### config.mk
export PLATFORM = sky130hd
export DESIGN_NAME = trdt_div
export DESIGN_NICKNAME = d
export VERILOG_FILES = /design/src/rtl/trdt_pkg.sv /design/src/rtl/trdt_div.sv
export SDC_FILE = /design/constraint.sdc
export NUM_CORES = 1
export LEC_CHECK = 0
export ABC_CLOCK_PERIOD_IN_PS = 4600
export BUFFER_PORTS_ARGS = -buffer_cell sky130_fd_sc_hd__buf_2
export CORE_ASPECT_RATIO = 0.75
export CORE_UTILIZATION = 45
export CTS_CLUSTER_DIAMETER = 100
export DETAILED_ROUTE_END_ITERATION = 12
export GPL_TIMING_DRIVEN = 0
export PLACE_DENSITY = 0.67
export SLEW_MARGIN = 0
export SYNTH_ARGS = -nofsm -noshare
export SYNTH_HDL_FRONTEND = slang
export SYNTH_SLANG_ARGS = --single-unit
export TNS_END_PERCENT = 1
### constraint.sdc
create_clock -name clk_i -period 4.6 [get_ports clk_i]
set_clock_uncertainty 0.1 [all_clocks]
set_input_delay 1.15 -clock clk_i [delete_from_list [all_inputs] [get_ports clk_i]]
set_output_delay 1.15 -clock clk_i [all_outputs]
set_load 0.02 [all_outputs]
### src/rtl/trdt_pkg.sv
package trdt_pkg;

  localparam int MAX_WIDTH  = 2048;
  localparam int MAX_HEIGHT = 1024;
  localparam int STORE_SIZE = MAX_WIDTH * MAX_HEIGHT;
  localparam int ADDR_W     = $clog2(STORE_SIZE);

  localparam logic [11:0] FW_RESET = 12'd1280;
  localparam logic [10:0] FH_RESET = 11'd720;

  // register index taken from paddr[2]
  localparam logic REG_FRAME_WIDTH  = 1'b0;
  localparam logic REG_FRAME_HEIGHT = 1'b1;

  // edge pairs
  localparam logic [1:0] EDGE_AB = 2'd0;
  localparam logic [1:0] EDGE_BC = 2'd1;
  localparam logic [1:0] EDGE_CA = 2'd2;

  // divider widths
  localparam int DEN_W = 50;
  localparam int NUM_W = 49;
  localparam int QUO_W = 49;
  localparam int CNT_W = 6;

  localparam logic [CNT_W-1:0] WEIGHT_BITS = CNT_W'(16);
  localparam logic [CNT_W-1:0] LONG_BITS   = CNT_W'(49);

  localparam int IN_W  = 192;
  localparam int OUT_W = 112;

  typedef enum logic [1:0] {
    OP_LOAD  = 2'd0,
    OP_STEP  = 2'd1,
    OP_CLEAR = 2'd2,
    OP_NONE  = 2'd3
  } op_e;

  typedef enum logic [1:0] {
    DIV_WEIGHT = 2'd0,
    DIV_RECIP  = 2'd1,
    DIV_DEPTH  = 2'd2
  } div_kind_e;

  typedef enum logic [4:0] {
    ST_CLEAR,
    ST_IDLE,
    ST_LOAD_MUL,
    ST_LOAD_AREA,
    ST_EDGE,
    ST_COVER,
    ST_W_START,
    ST_W_RUN,
    ST_R_START,
    ST_R_RUN,
    ST_D_START,
    ST_D_RUN,
    ST_INDEX,
    ST_READ,
    ST_TEST,
    ST_RESULT,
    ST_EMPTY_RESULT
  } state_e;

  typedef struct packed {
    logic      in_ready;
    logic      load;
    logic      prod_en;
    logic [1:0] prod_sel;
    logic      point_cursor;
    logic      area_en;
    logic      edge_en;
    logic [1:0] edge_slot;
    logic      cov_en;
    logic      div_start;
    div_kind_e div_kind;
    logic [1:0] div_idx;
    logic      w_en;
    logic      s_en;
    logic      d_en;
    logic      idx_en;
    logic      rd_en;
    logic      wr_en;
    logic      res_load;
    logic      res_empty;
    logic      sweep_en;
  } cmd_t;

  typedef struct packed {
    logic cov;
    logic active;
    logic div_busy;
    logic div_done;
    logic out_busy;
    logic sweep_last;
  } sts_t;

endpackage

### src/rtl/trdt_div.sv
module trdt_div (
  input  logic                          clk_i,
  input  logic                          rst_ni,
  input  logic                          start_i,
  input  logic [trdt_pkg::DEN_W-1:0]    rem_init_i,
  input  logic [trdt_pkg::NUM_W-1:0]    num_i,
  input  logic [trdt_pkg::DEN_W-1:0]    den_i,
  input  logic [trdt_pkg::CNT_W-1:0]    count_i,
  output logic                          busy_o,
  output logic                          done_o,
  output logic [trdt_pkg::QUO_W-1:0]    quo_o
);

  logic [trdt_pkg::DEN_W-1:0] rem_q, rem_d;
  logic [trdt_pkg::NUM_W-1:0] num_q;
  logic [trdt_pkg::DEN_W-1:0] den_q;
  logic [trdt_pkg::QUO_W-1:0] quo_q;
  logic [trdt_pkg::CNT_W-1:0] cnt_q;
  logic                       busy_q, done_q;
  logic [trdt_pkg::DEN_W:0]   shifted, diff;
  logic                       ge;

  // restoring step, one quotient bit per cycle
  always_comb begin
    shifted = {rem_q, num_q[trdt_pkg::NUM_W-1]};
    diff    = shifted - {1'b0, den_q};
    ge      = shifted >= {1'b0, den_q};
    rem_d   = ge ? diff[trdt_pkg::DEN_W-1:0] : shifted[trdt_pkg::DEN_W-1:0];
  end

  always_ff @(posedge clk_i or negedge rst_ni) begin
    if (!rst_ni) begin
      busy_q <= 1'b0;
      done_q <= 1'b0;
      cnt_q  <= '0;
    end else begin
      done_q <= 1'b0;
      if (start_i) begin
        busy_q <= 1'b1;
        cnt_q  <= count_i;
      end else if (busy_q) begin
        cnt_q <= cnt_q - 1'b1;
        if (cnt_q == trdt_pkg::CNT_W'(1)) begin
          busy_q <= 1'b0;
          done_q <= 1'b1;
        end
      end
    end
  end

  always_ff @(posedge clk_i) begin
    if (start_i) begin
      rem_q <= rem_init_i;
      num_q <= num_i;
      den_q <= den_i;
      quo_q <= '0;
    end else if (busy_q) begin
      rem_q <= rem_d;
      num_q <= {num_q[trdt_pkg::NUM_W-2:0], 1'b0};
      quo_q <= {quo_q[trdt_pkg::QUO_W-2:0], ge};
    end
  end

  assign busy_o = busy_q;
  assign done_o = done_q;
  assign quo_o  = quo_q;

endmodule

==> metrics.yaml, run 1 <==
outcome:
  outcome: "finished clean"
synth:
  ys_seq_area_frac: 0.505
  syn_area_um2: 11200
  synth_edf_count: 149
  synth_cells: 1068
  synthTopCellsByCount: "edfxtp_1 (149), nor2_1 (108), nand2_1 (94)"
  yosysTopAreaCellShare: 0.400
  ys_async_sr_fraction: 0.0388
  ys_seq_elements: 206
  synthTopCellsByArea: "edfxtp_1 (40%), dfxtp_1 (8.8%), ha_1 (5.8%), mux2i_1 (5.6%), mux2_2 (5.0%)"
  synth_fp_nets: 1279
  yosysWarnings: 0
  synth_area_per_cell_um2: 10.5
  yosysMostFrequentCell: "edfxtp_1"
  ys_dominant_reg_cell: "edfxtp_1"
  synth_top_area_cell: "edfxtp_1"
  ys_types: 64
sta:
  fin_crit_sh: 0.938
  max_slew_margin: 0.471
  fmax_ghz: 0.232
  period_minus_slack_ns: 4.31
  rsz0062_at_grt: "false"
  finalSetupViolations: 0
  slew_viol_final: 0
  hold_viol_final: 0
  worst_pin_slew_ns: 0.793
floorplan:
  die_x_um: 184
  die-area_um2: 25500
  initial_core_util: 0.463
  core_area_um2: 24200
  num_rows: 49
  ios: 209
  fp.dieH_um: 139
setup_path:
  rr_worst_depth: 11
  endpoint_kind: "flip-flop"
  worstPathArrival_ns: 4.44
  path_buf_inv: 6
  cp-endpoint: "num_q[9]"
  crit_top_cell: "clkbuf_1"
  worst-setup-path-type: "in2reg"
  cpPeakStageDelay_ns: 0.60
  reg2reg_from: "rem_q[10]"
  r2r_slack_ns: 0.66
  crit_family: "buffers and inverters"
  cp-startpoint: "start_i"
  startpoint_type: "input port"
  crit_slowest_cell: "inv_4"
  worstReg2RegEnd: "rem_q[49]"
  cp_cell_sequence: "buf_4 -> clkbuf_1 -> clkbuf_1 -> clkbuf_1 -> nor2_1 -> inv_4 -> buf_12"
  path_depth: 7
  cp_max_fo: 56
  required_ns: 4.73
clock_network:
  cts_buffers: 22
  root_buffer: "clkbuf_16"
  post_cts_buffers: 0
  insertion_delay_ns: 0.54
  cts_tree: "built"
  cts_hold_buf: 0
  clk_pin_slew_ns: 0.06
  cts.path.max_buffers: 3
  h-tree-depth: 1
  cts.sinks: 206
grt:
  grt_pass1_wl_mm: 45.5
  grt_max_degree: 57
  grt.overflow.total: 0
  grt_usage: 0.226
  antenna_found_initial: 14
  grt_pass1_vias: 8660
drt:
  firstDrtPassIters: 5
  first_iter_violations: 493
  wirelength_mm: 28.8
  vias: 8774
  drtAntennaViolNets: 0
  via_per_inst: 5.30
  avgRoutedWirePerCell_um: 17.4
  route.detailed.drc: 0
flow_run:
  drv_cap: 0
finish:
  design_area_um2: 13400
  finalNetCount: 1512
  drive_gt1_frac: 0.235
  area_growth_pct: 19.7
place:
  placed_cell_area_um2: 12700
  numPortBuffers: 208
  place_congestion: 0.876
  hpwlAfterDp_mm: 21.1
power:
  power_mw: 8.13
  leakage_nw: 6.25
  power_density_nw_per_um2: 607
  peakVddDrop_uv: 314
hold_path:
  hp-class: "in2async"
stage by stage:
step	hold WS [ns]	cells	TNS [ns]	util	worst slack (ns)
finish	0.345	1655	0	0.554	0.285
global route	0.352	1652	0	0.554	0.0329
CTS	0.329	1648	0	0.554	0.211
detailed placement	0.385	1608	-60.73	0.524	-0.775
global placement	0.370	1607	-264.57	0.523	-2.68
floorplan	0.425	1068	0	-	0.0991
cell families (layout without fill, tap and decap cells):
group / after synthesis / after routing / share of synthesized area
AND/OR/NAND/NOR: 276 / 276 / 0.110
AO/OA/AOI/OAI: 254 / 254 / 0.137
flip-flops: 206 / 206 / 0.505
buffers and inverters: 116 / 365 / 0.0422
multiplexers: 113 / 113 / 0.107
adder cells (fa/ha/maj): 53 / 53 / 0.0599
XOR/XNOR: 50 / 50 / 0.0391
other: 0 / 7 / 0
worst register-to-register path, delay by kind of cell, from the launching register on:
family | cells | cell delay, ns
fa+ha+maj | 1 | 0.43
simple gates | 2 | 0.58
mux | 1 | 0.24
compound gates | 7 | 2.07
flops | 1 | 0.41
report_power, final:
part	total, mW	internal, mW	switching (mW)
Combinational	3.74	1.54	2.20
Sequential	2.62	2.43	0.188
Clock	1.77	0.999	0.770
layer usage:
| metal | vias up | part of all wire | global-route usage |
|---|---|---|---|
| met5 | - | 0.0022 | 0 |
| met4 | 10 | 0.021 | 0.0588 |
| met3 | 53 | 0.10 | 0.0762 |
| met2 | 298 | 0.41 | 0.327 |
| met1 | 4102 | 0.47 | 0.322 |
| li1 | 4311 | - | - |
area by class of cell:
type,instances,area (um2)
repair buffers,209,1060
clock inverters,13,135
fillers,2223,10800
flip-flops and latches,206,5660
diodes,7,17.5
clock buffers,27,569
plain buffers,51,228
multi-input cells,746,5060
well taps,331,414
inverters,65,246
placed cells by master, fill, tap and decap left out, types with 7 or more instances in the layout:
master       n
clkbuf_16   22
buf_2      214
a21oi_1     86
dfxtp_1     49
dfrtp_1      8
inv_1       63
diode_2      7
mux2_2      50
clkbuf_1    37
nand2b_1     8
nor3_1      11
xor2_1      21
a211oi_1     7
nand3_1     11
ha_1        52
xnor2_1     29
and3_1       7
edfxtp_1   149
a21o_1      34
nor2_1     108
mux2i_1     63
o21ai_1      7
a31oi_1      8
nand2_1     94
o21ai_0     71
how the worst min path moves through the flow:
| stage | start | end | cells past startpoint |
|---|---|---|---|
| 3_5_place_dp | quo_o[48] | quo_o[48] | 2 |
| 2_1_floorplan | num_q[43] | num_q[44] | 1 |
| 4_1_cts | rst_ni | done_o | 1 |
| 3_3_place_gp | quo_o[48] | quo_o[48] | 2 |
| 5_1_grt | rst_ni | cnt_q[0] | 1 |
| 6_report | rst_ni | done_o | 1 |
sequential cells by signal, summed over array words and instances, names as in the netlist:
| name | flops |
|---|---|
| done_o | 1 |
| rem_q | 50 |
| num_q | 49 |
| den_q | 50 |
| busy_o | 1 |
| cnt_q | 6 |
| quo_o | 49 |
what timing repair did:
item | 4_1_cts | 5_1_grt
hold endpoints to repair | 0 | 0
setup endpoints to repair | 44 | 0
resized for setup | 1 | 0
Note: power is estimated with default switching activity, not from simulation.
==> run 2: changes to the inputs <==
BUFFER_PORTS_ARGS = not set   (was -buffer_cell sky130_fd_sc_hd__buf_2)
DONT_BUFFER_PORTS = 1   (was not set)
PLACE_DENSITY = 0.6   (was 0.67)
TNS_END_PERCENT = not set   (was 1)
==> run 2 against run 1 <==
Setup slack gained 0.51 ns. Design area is 7.5% lower. Sequential power is essentially flat. First-iteration DRC count shrank 17%. Highest routed layer unchanged.
==> metrics.yaml, run 2 (synthesis gave the netlist of run 1 again) <==
floorplan:
  fp.dieH_um: 139  # unchanged
  ios: 209  # unchanged
  die_x_um: 184  # unchanged
  num_rows: 49  # unchanged
  initial_core_util: 0.463  # unchanged
  core_area_um2: 24200  # unchanged
  die-area_um2: 25500  # unchanged
finish:
  design_area_um2: 12400  # -7.5%
  finalNetCount: 1305  # -14%
  largest_registers: "den_q (50), rem_q (50)"
  drive_gt1_frac: 0.0990  # -0.136
  final_cell_mix: "edfxtp_1 (149), nor2_1 (108), nand2_1 (94), a21oi_1 (86), o21ai_0 (71)"
  final_cells: 1448  # -13%
  final_util: 0.513  # -0.0416
  fillers: 2257  # +1.5%
  final_common_cell: "edfxtp_1"
  area_growth_pct: 10.7
power:
  p_clk_frac: 0.224  # +0.006
  leakage_nw: 5.39  # -14%
  power_density_nw_per_um2: 652  # +7.4%
  power_frac_seq: 0.326  # +0.004
  peakVddDrop_uv: 314  # -0.10%
  p_sw_mw: 3.13  # -0.89%
  switching_share: 0.388  # -0.000951
  comb_power_share: 0.450  # -0.010
  power_mw: 8.08  # -0.65%
  cell_internal_pwr_mw: 4.95  # -0.50%
grt:
  grt_usage: 0.216  # -0.00964
  grt_pass1_wl_mm: 43.0  # -5.6%
  antenna_found_initial: 11  # -3
  grt.overflow.total: 0  # unchanged
  grt_pass1_vias: 7699  # -11%
  grt_max_degree: 67  # +18%
sta:
  fin_crit_sh: 0.828  # -0.110
  slew_viol_final: 0  # unchanged
  tns_ns: 0  # unchanged
  max_slew_margin: 0.451  # -0.0202
  rsz0062_at_grt: "false"
  worst_hold_slack_ns: 0.207  # -0.138 ns
  period_minus_slack_ns: 3.81  # -0.506 ns
  fmax_ghz: 0.263  # +13%
  hold_viol_final: 0  # unchanged
  worst_pin_slew_ns: 0.824  # +0.0304 ns
  finalSetupViolations: 0  # unchanged
  layout_setup_ws_ns: 0.792  # +0.506 ns
setup_path:
  crit_slowest_cell: "o21ai_0"
  rr_worst_depth: 10  # -1
  cp_cell_sequence: "ha_1 -> clkbuf_1 -> nand2_1 -> nor4_1 -> or3b_1 -> o21ai_0 -> a31oi_1 -> xnor2_1 -> mux2i_1 -> o21ai_0"
  cp_max_fo: 7  # -88%
  worstReg2RegEnd: "rem_q[44]"
  required_ns: 4.77  # +0.04 ns
  cp-endpoint: "rem_q[44]"
  endpoint_kind: "flip-flop"
  worstPathArrival_ns: 3.97  # -0.47 ns
  path_buf_inv: 1  # -5
  cpPeakStageDelay_ns: 0.62  # +0.02 ns
  cp-startpoint: "rem_q[19]"
  crit_family: "compound AO/OA/AOI/OAI gates"
  r2r_slack_ns: 0.79  # +0.13 ns
  reg2reg_from: "rem_q[19]"
  startpoint_type: "flip-flop"
  worst-setup-path-type: "reg2reg"
  path_depth: 10  # +3
  crit_top_cell: "o21ai_0"
clock_network:
  insertion_delay_ns: 0.54  # about the same
  cts_hold_buf: 0  # unchanged
  post_cts_buffers: 0  # unchanged
  cts_buffers: 23  # +4.5%
  cts_tree: "built"
  cts_resized: 0  # -1
  cts.sinks: 206  # unchanged
  h-tree-depth: 1  # unchanged
  clk_pin_slew_ns: 0.06  # about the same
  root_buffer: "clkbuf_16"
  cts.path.max_buffers: 3  # unchanged
place:
  dp_slack_ns: 0.374  # +1.15 ns
  placed_cell_area_um2: 11600  # -8.2%
  numPortBuffers: 0  # -100%
  place_congestion: 0.871  # -0.54%
  hpwlAfterDp_mm: 20.1  # -4.9%
  placed_cells: 1400  # -13%
drt:
  route.detailed.drc: 0  # unchanged
  wirelength_mm: 27.7  # -4.1%
  via_per_inst: 5.46  # +3.0%
  vias: 7910  # -9.8%
  first_iter_violations: 410  # -17%
  firstDrtPassIters: 5  # unchanged
  avgRoutedWirePerCell_um: 19.1  # +9.6%
  drtAntennaViolNets: 0  # unchanged
hold_path:
  hp-class: "in2async"
outcome:
  outcome: "finished clean"
flow_run:
  drv_cap: 0  # unchanged
run 2: worst min path at each step:
stage / startpoint / endpoint / slack, ns / cells past startpoint
after detailed placement: num_q[38] / num_q[39] / 0.44 / 1
after global routing: rst_ni / done_o / 0.18 / 0
after floorplan: num_q[43] / num_q[44] / 0.42 / 1
after global placement: num_q[43] / num_q[44] / 0.43 / 1
after CTS: rst_ni / cnt_q[5] / 0.18 / 0
final: rst_ni / cnt_q[5] / 0.21 / 0
run 2: cell type report:
class | count | area [um2] | share of cell area
Tap cell | 331 | 414 | 0.0334
Clock buffer | 34 | 671 | 0.0542
Sequential cell | 206 | 5660 | 0.457
Antenna cell | 6 | 15.0 | 0.00121
Clock inverter | 8 | 66.3 | 0.00535
Buffer | 51 | 228 | 0.0184
Timing Repair Buffer | 1 | 27.5 | 0.00222
Inverter | 65 | 246 | 0.0199
Multi-Input combinational cell | 746 | 5060 | 0.409
run 2: metal layers:
layer | up-vias | wire length (um) | global-route usage
li1 | 3905 | - | -
met1 | 3696 | 13200 | 0.311
met2 | 256 | 11200 | 0.306
met3 | 43 | 2800 | 0.0864
met4 | 10 | 413 | 0.0421
met5 | - | 54 | 0
run 2: power groups by stage:
stage	Combinational, mW	Clock, mW	Sequential [mW]
finish	3.64	1.81	2.64
global route	4.07	1.92	2.68
CTS	3.61	1.86	2.64
detailed placement	3.59	0	2.67
global placement	3.55	0	2.66
floorplan	2.81	0	2.60
